[src/rtl/eacr_pkg.sv]
// Package: shared types, register indexes, status codes and header constants.
`default_nettype none
package eacr_pkg;

  // Result status codes, in order of check priority after ok
  typedef enum logic [2:0] {
    ST_OK         = 3'd0,
    ST_INVALID    = 3'd1,
    ST_STALE_EP   = 3'd2,
    ST_WRONG_SRC  = 3'd3,
    ST_WRONG_DST  = 3'd4,
    ST_STALE_GEN  = 3'd5,
    ST_AUTH_FAIL  = 3'd6,
    ST_REPLAY     = 3'd7
  } status_t;

  // Configuration register indexes
  localparam int unsigned CFG_IDX_W = 3;
  localparam logic [CFG_IDX_W-1:0] REG_KEY_LOADED     = 3'd0;
  localparam logic [CFG_IDX_W-1:0] REG_EXP_EPOCH      = 3'd1;
  localparam logic [CFG_IDX_W-1:0] REG_EXP_SOURCE     = 3'd2;
  localparam logic [CFG_IDX_W-1:0] REG_EXP_SOURCE_GEN = 3'd3;
  localparam logic [CFG_IDX_W-1:0] REG_EXP_DEST       = 3'd4;
  localparam logic [CFG_IDX_W-1:0] REG_EXP_DEST_GEN   = 3'd5;
  localparam logic [CFG_IDX_W-1:0] REG_TYPE_LIMIT     = 3'd6;

  // Header word 0 constants
  localparam logic [31:0] HDR_MAGIC   = 32'h4D50_4531;
  localparam logic [7:0]  HDR_VERSION = 8'd2;

  // Receiver context held in the configuration registers
  typedef struct packed {
    logic        key_loaded;
    logic [31:0] expected_epoch;
    logic [63:0] expected_source;
    logic [31:0] expected_source_gen;
    logic [63:0] expected_dest;
    logic [31:0] expected_dest_gen;
    logic [7:0]  payload_type_limit;
  } cfg_t;

  // One parsed envelope header with its tag verdict
  typedef struct packed {
    logic [63:0] header_word0;
    logic [31:0] epoch;
    logic [63:0] source_id;
    logic [31:0] source_gen;
    logic [63:0] dest_id;
    logic [31:0] dest_gen;
    logic [63:0] via_id;
    logic [63:0] sequence_req;
    logic        auth_ok;
  } item_t;

endpackage
`default_nettype wire

[src/rtl/eacr_check.sv]
// Header and context checks giving the status before the replay window.
`default_nettype none
module eacr_check (
  input  eacr_pkg::cfg_t    cfg,
  input  eacr_pkg::item_t   item,
  input  logic              win_ok,
  output eacr_pkg::status_t chk_status
);
  import eacr_pkg::*;

  logic [7:0] flag;
  logic [7:0] ptype;
  logic       ctx_bad;
  logic       hdr_bad;
  logic       ids_bad;
  logic       via_bad;
  logic       is_invalid;

  assign flag  = item.header_word0[23:16];
  assign ptype = item.header_word0[15:8];

  // Receiver context must be complete and self-consistent
  assign ctx_bad = !cfg.key_loaded || (cfg.expected_epoch == '0) ||
                   (cfg.expected_source == '0) || (cfg.expected_source_gen == '0) ||
                   (cfg.expected_dest == '0) || (cfg.expected_dest_gen == '0) ||
                   (cfg.expected_source == cfg.expected_dest);

  // Fixed header fields
  assign hdr_bad = (item.header_word0[63:32] != HDR_MAGIC) ||
                   (item.header_word0[31:24] != HDR_VERSION) ||
                   (flag > 8'd1) || (ptype > cfg.payload_type_limit) ||
                   (item.header_word0[7:0] != 8'd0);

  // Identity fields must be nonzero and distinct
  assign ids_bad = (item.epoch == '0) || (item.source_id == '0) ||
                   (item.source_gen == '0) || (item.dest_id == '0) ||
                   (item.dest_gen == '0) || (item.source_id == item.dest_id) ||
                   (item.sequence_req == '0);

  // Relay id must not clash and must agree with the relay flag
  assign via_bad = ((item.via_id != '0) &&
                    ((item.via_id == item.source_id) || (item.via_id == item.dest_id))) ||
                   ((flag == 8'd0) != (item.via_id == '0));

  assign is_invalid = ctx_bad || !win_ok || hdr_bad || ids_bad || via_bad;

  // Priority encode the verdict
  always_comb begin
    if (is_invalid) begin
      chk_status = ST_INVALID;
    end else if (item.epoch != cfg.expected_epoch) begin
      chk_status = ST_STALE_EP;
    end else if (item.source_id != cfg.expected_source) begin
      chk_status = ST_WRONG_SRC;
    end else if (item.dest_id != cfg.expected_dest) begin
      chk_status = ST_WRONG_DST;
    end else if ((item.source_gen != cfg.expected_source_gen) ||
                 (item.dest_gen != cfg.expected_dest_gen)) begin
      chk_status = ST_STALE_GEN;
    end else if (!item.auth_ok) begin
      chk_status = ST_AUTH_FAIL;
    end else begin
      chk_status = ST_OK;
    end
  end

endmodule
`default_nettype wire

[src/rtl/eacr_window.sv]
// Sliding anti-replay window: newest sequence and seen mask.
`default_nettype none
module eacr_window #(
  parameter int unsigned WINDOW_SIZE = 64
) (
  input  logic        clk,
  input  logic        rst_n,
  input  logic        take,
  input  logic [63:0] seq,
  output logic        replay,
  output logic        state_ok
);
  localparam int unsigned SW   = $clog2(WINDOW_SIZE);
  localparam logic [63:0] WLEN = 64'(WINDOW_SIZE);
  localparam logic [WINDOW_SIZE-1:0] ONE = {{(WINDOW_SIZE-1){1'b0}}, 1'b1};

  logic                   started_r;
  logic                   started_nxt;
  logic [63:0]            newest_r;
  logic [63:0]            newest_nxt;
  logic [WINDOW_SIZE-1:0] seen_r;
  logic [WINDOW_SIZE-1:0] seen_nxt;

  logic        ahead;
  logic [63:0] diff_up;
  logic [63:0] diff_dn;
  logic        jump;
  logic        too_old;
  logic        seen_bit;
  logic        accept;

  assign ahead    = seq > newest_r;
  assign diff_up  = seq - newest_r;
  assign diff_dn  = newest_r - seq;
  assign jump     = diff_up >= WLEN;
  assign too_old  = diff_dn >= WLEN;
  assign seen_bit = seen_r[diff_dn[SW-1:0]];

  // Window state consistency
  assign state_ok = started_r ? ((newest_r != '0) && seen_r[0])
                              : ((newest_r == '0) && (seen_r == '0));

  // Decide and form the next window
  always_comb begin
    started_nxt = 1'b1;
    newest_nxt  = newest_r;
    seen_nxt    = seen_r;
    accept      = 1'b1;
    if (!started_r) begin
      newest_nxt = seq;
      seen_nxt   = ONE;
    end else if (ahead) begin
      newest_nxt = seq;
      seen_nxt   = jump ? ONE : ((seen_r << diff_up[SW-1:0]) | ONE);
    end else begin
      accept   = !too_old && !seen_bit;
      seen_nxt = seen_r | (ONE << diff_dn[SW-1:0]);
    end
  end

  assign replay = !accept;

  // Advance the window only on an accepted envelope
  always_ff @(posedge clk) begin
    if (!rst_n) begin
      started_r <= 1'b0;
      newest_r  <= '0;
      seen_r    <= '0;
    end else if (take && accept) begin
      started_r <= started_nxt;
      newest_r  <= newest_nxt;
      seen_r    <= seen_nxt;
    end
  end

endmodule
`default_nettype wire

[src/rtl/envelope_acceptance_replay_check_unit.sv]
// Top level: envelope acceptance and anti-replay check with register stages.
//
//  Channel | Direction | Handshake            | Payload
//  in_     | input     | in_valid / in_ready   | header fields, sequence, auth_ok
//  out_    | output    | out_valid / out_ready | status, payload type, sequence, relayed
//  cfg_    | input     | cfg_we                | cfg_index, cfg_wdata
//
// A result passes through the input register, then the result register; one envelope per cycle while not stalled.
// The window compare, shift and update sit between the input and result registers.
// Synchronous active-low reset clears the window, configuration and valid flags.
// A stalled result holds; the input stage still accepts while the result stage frees.
`default_nettype none
module envelope_acceptance_replay_check_unit #(
  parameter int unsigned WINDOW_SIZE = 64
) (
  input  logic        clk,
  input  logic        rst_n,
  input  logic        in_valid,
  output logic        in_ready,
  input  logic [63:0] in_header_word0,
  input  logic [31:0] in_epoch,
  input  logic [63:0] in_source_id,
  input  logic [31:0] in_source_gen,
  input  logic [63:0] in_dest_id,
  input  logic [31:0] in_dest_gen,
  input  logic [63:0] in_via_id,
  input  logic [63:0] in_sequence_req,
  input  logic        in_auth_ok,
  output logic        out_valid,
  input  logic        out_ready,
  output logic [2:0]  out_status,
  output logic [7:0]  out_payload_type,
  output logic [63:0] out_sequence_out,
  output logic        out_relayed,
  input  logic        cfg_we,
  input  logic [eacr_pkg::CFG_IDX_W-1:0] cfg_index,
  input  logic [63:0] cfg_wdata
);
  import eacr_pkg::*;

  cfg_t    cfg_r;
  item_t   item_r;
  logic    in_full_r;
  logic    out_valid_r;
  status_t out_status_r;
  logic [7:0]  out_ptype_r;
  logic [63:0] out_seq_r;
  logic        out_relayed_r;

  logic    advance;
  logic    win_ok;
  logic    replay;
  logic    take;
  status_t chk_status;
  status_t fin_status;

  // Stage handshakes
  assign advance  = in_full_r && (!out_valid_r || out_ready);
  assign in_ready = !in_full_r || advance;

  // Configuration writes
  always_ff @(posedge clk) begin
    if (!rst_n) begin
      cfg_r <= '0;
    end else if (cfg_we) begin
      case (cfg_index)
        REG_KEY_LOADED:     cfg_r.key_loaded          <= cfg_wdata[0];
        REG_EXP_EPOCH:      cfg_r.expected_epoch      <= cfg_wdata[31:0];
        REG_EXP_SOURCE:     cfg_r.expected_source     <= cfg_wdata;
        REG_EXP_SOURCE_GEN: cfg_r.expected_source_gen <= cfg_wdata[31:0];
        REG_EXP_DEST:       cfg_r.expected_dest       <= cfg_wdata;
        REG_EXP_DEST_GEN:   cfg_r.expected_dest_gen   <= cfg_wdata[31:0];
        REG_TYPE_LIMIT:     cfg_r.payload_type_limit  <= cfg_wdata[7:0];
        default: ;
      endcase
    end
  end

  // Input register: hold the envelope until it moves on
  always_ff @(posedge clk) begin
    if (!rst_n) begin
      in_full_r <= 1'b0;
    end else if (in_ready) begin
      in_full_r <= in_valid;
    end
  end

  always_ff @(posedge clk) begin
    if (in_valid && in_ready) begin
      item_r <= '{header_word0: in_header_word0, epoch: in_epoch,
                  source_id: in_source_id, source_gen: in_source_gen,
                  dest_id: in_dest_id, dest_gen: in_dest_gen,
                  via_id: in_via_id, sequence_req: in_sequence_req,
                  auth_ok: in_auth_ok};
    end
  end

  eacr_check u_check (
    .cfg        (cfg_r),
    .item       (item_r),
    .win_ok     (win_ok),
    .chk_status (chk_status)
  );

  assign take = advance && (chk_status == ST_OK);

  eacr_window #(
    .WINDOW_SIZE (WINDOW_SIZE)
  ) u_window (
    .clk      (clk),
    .rst_n    (rst_n),
    .take     (take),
    .seq      (item_r.sequence_req),
    .replay   (replay),
    .state_ok (win_ok)
  );

  assign fin_status = ((chk_status == ST_OK) && replay) ? ST_REPLAY : chk_status;

  // Result register: valid flag
  always_ff @(posedge clk) begin
    if (!rst_n) begin
      out_valid_r <= 1'b0;
    end else if (advance) begin
      out_valid_r <= 1'b1;
    end else if (out_ready) begin
      out_valid_r <= 1'b0;
    end
  end

  // Result register: payload, zeroed on any rejection
  always_ff @(posedge clk) begin
    if (advance) begin
      out_status_r <= fin_status;
      if (fin_status == ST_OK) begin
        out_ptype_r   <= item_r.header_word0[15:8];
        out_seq_r     <= item_r.sequence_req;
        out_relayed_r <= (item_r.via_id != '0);
      end else begin
        out_ptype_r   <= '0;
        out_seq_r     <= '0;
        out_relayed_r <= 1'b0;
      end
    end
  end

  assign out_valid        = out_valid_r;
  assign out_status       = out_status_r;
  assign out_payload_type = out_ptype_r;
  assign out_sequence_out = out_seq_r;
  assign out_relayed      = out_relayed_r;

endmodule
`default_nettype wire

[config.mk]
export PLATFORM = sky130hd
export DESIGN_NAME = envelope_acceptance_replay_check_unit
export DESIGN_NICKNAME = d
export VERILOG_FILES = /design/src/rtl/eacr_pkg.sv /design/src/rtl/eacr_check.sv /design/src/rtl/eacr_window.sv /design/src/rtl/envelope_acceptance_replay_check_unit.sv
export SDC_FILE = /design/constraint.sdc
export NUM_CORES = 2
export LEC_CHECK = 0
export ABC_AREA = 0
export BUFFER_PORTS_ARGS = -buffer_cell sky130_fd_sc_hd__buf_2
export CORE_UTILIZATION = 45
export CTS_CLUSTER_SIZE = 25
export DETAILED_ROUTE_END_ITERATION = 8
export PLACE_DENSITY = 0.63
export RECOVER_POWER = 50
export SLEW_MARGIN = 15
export SYNTH_ARGS = -nofsm -noshare
export SYNTH_HDL_FRONTEND = slang
export SYNTH_SLANG_ARGS = --single-unit
[constraint.sdc]
create_clock -name clk -period 13.15 [get_ports clk]
set_clock_uncertainty 0.2 [all_clocks]
set_input_delay 1.315 -clock clk [delete_from_list [all_inputs] [get_ports clk]]
set_output_delay 1.315 -clock clk [all_outputs]
set_load 0.02 [all_outputs]
==> results.tsv <==
metric	value	unit
stdcell_count	7539	
dp_hpwl	187	mm
ys.flop_type	edfxtp_1	
p_int	0.00478	W
synth.area.top_cells	edfxtp_1 (29%), dfxtp_1 (14%), xor2_1 (6.4%)	
portBuffers	566	
cts_made_buffers	93	
setup_tns	0	ns
p_seq_frac	0.465	
period_share	0.662	
start_kind	input pin	
power_density	116	nW/µm²
worstPathMaxFanout	234	
grtUsageTotal	0.409	
critPathCaptureType	flop	
cp.arrival	9.12	ns
ys_seq_area_frac	0.434	
clk_latency	0.73	ns
core_area	111000	µm²
drive_gt1_frac	0.135	
preCtsSetupSlack	6.38	ns
avgSynthCellArea	9.19	µm²
vdd_ir_drop_max	138	µV
fin_area	58200	µm²
cts_root_buf	clkbuf_16	
antenna_found_initial	25	
multiInputGateArea	27100	µm²
hold_viol	0	
fin_crit	8.71	ns
synth_area	50800	µm²
grt_max_degree	235	
cts_hold_buf	0	
synth_edf_count	493	
dr_total_vias	48897	
min_path_type	flop to flop	
fin_ws	4.44	ns
htreeDepth	3	
grt_pass1_vias	46825	
synth_top_area_frac	0.291	
cap_violations	5	
violations	max-capacitance violations, max-slew violations	
nFillCells	10415	
synthTopCellsByCount	nand2_1 (859), a21oi_1 (606), edfxtp_1 (493)	
die_height	338	µm
die_w	338	µm
cts_tree	yes	
slew_viol_final	284	
rows	122	
max-slew-margin-rel	-2.39	
ys_ff_latch	857	
p_comb_frac	0.127	
worstMarginPinSlew	5.09	ns
ant_nets	0	
place.gp.congestion	1.08	
wl	242	mm
fmax	115	MHz
cp.required	13.56	ns
ff_latch_area	22100	µm²
power.share.clock	0.408	
yosysUniqueCellTypes	90	
wl_per_cell	32.1	µm
setup_viol	0	
status	complete, but fails checks	
power_switching_share	0.291	
die_area	114000	µm²
netlist_instances	5531	
grt_pass1_wl	341	mm
crit_type	input pin to flop	
synth_warnings	0	
syn_nets	6157	
timing.hold.ws	0.258	ns
async_reset_ff_frac	0	
drt_iter0_drc	6128	
areaGrowthSynthToFinish	14.4	%
post-cts-setup-buffers	0	
initial_core_util	0.457	
drtPass1Iterations	8	
post_cts_resize_count	0	
nets	6588	
clk_pin_slew	0.06	ns
via_per_inst	6.49	
rsz0062_at_grt	false	
drc	0	
cts_sinks	857	
p_leak	21.0	nW
yosysMostFrequentCell	nand2_1	
yosysTopAreaCell	edfxtp_1	
placed_area	55200	µm²
grt_overflow	0	
cts.path.max_buffers	3	
io_pins	567	
placed_cells	7355	
p_sw	0.00196	W
-- layout by cell type, fill, tap and decap left out, drive strengths merged, types with 85 or more instances in the layout --
cell,netlist,final
a21oi,616,616
buf,44,499
clkbuf,253,258
dfxtp,364,364
edfxtp,493,493
ha,135,135
inv,189,195
mux2i,96,96
nand2,859,859
nand4,170,170
nor2,286,286
nor3,85,85
nor4,382,382
o21ai,234,234
xnor2,168,168
xor2,372,372
-- area by class of cell --
type	count	share of cell area
Tap cell	1488	0.0320
Inverter	189	0.0122
Sequential cell	857	0.380
Antenna cell	9	0.000387
Clock inverter	51	0.0117
Timing Repair Buffer	633	0.0548
Multi-Input combinational cell	4188	0.466
Clock buffer	124	0.0430
-- sequential cells by signal, summed over array words and instances (netlist names), 3 cells and up --
name               cells
cfg_r                233
item_r               417
out_payload_type       8
out_sequence_out      64
out_status             3
u_window.newest_r     64
u_window.seen_r       64
-- worst max-delay path, cell delays in order --
cell	delay, ns
clkbuf_1	1.13
clkinvlp_2	4.50
buf_12	1.40
a21oi_1	0.34
-- kinds of logic (layout without fill, tap and decap cells) --
kind of cell    Yosys count  in the layout  synth area share
xor+xnor                540            540            0.0930
other cells               0              9                 0
mux                     171            171            0.0481
compound gates         1290           1290             0.154
buf+inv                 486            997            0.0371
simple gates           2050           2050             0.199
fa+ha+maj               137            137            0.0340
flops                   857            857             0.434
-- power by group through the flow --
stage	Sequential [W]	Combinational, W	Clock [W]
CTS	0.00312	0.000838	0.00277
global route	0.00313	0.000901	0.00287
detailed placement	0.00318	0.000834	0
global placement	0.00318	0.000837	0
finish	0.00313	0.000859	0.00275
floorplan	0.00313	0.000473	0
-- metal layers --
| metal | GRT usage | up-vias | routed length, µm |
|---|---|---|---|
| li1 | - | 21315 | - |
| met1 | 0.519 | 23774 | 92800 |
| met2 | 0.649 | 3051 | 110000 |
| met3 | 0.0933 | 733 | 24300 |
| met4 | 0.215 | 24 | 14800 |
| met5 | 0.00500 | - | 218 |
-- through the flow --
| stage | total power, W | utilization |
|---|---|---|
| after floorplan | 0.00360 | - |
| after global placement | 0.00401 | 0.496 |
| after detailed placement | 0.00401 | 0.496 |
| after CTS | 0.00673 | 0.524 |
| after global routing | 0.00690 | 0.523 |
| final | 0.00674 | 0.523 |
-- worst paths after layout --
| path | from | end | slack (ns) | cells past startpoint |
|---|---|---|---|---|
| setup / recovery | rst_n | cfg_r[186] | 4.44 | 4 |
| hold / removal | cfg_r[5] | cfg_r[5] | 0.26 | 2 |
| setup reg to reg | out_valid | u_window.newest_r[52] | 5.48 | 7 |
| hold reg to reg | cfg_r[5] | cfg_r[5] | 0.26 | 2 |
Power figures use the tool's default switching activity.
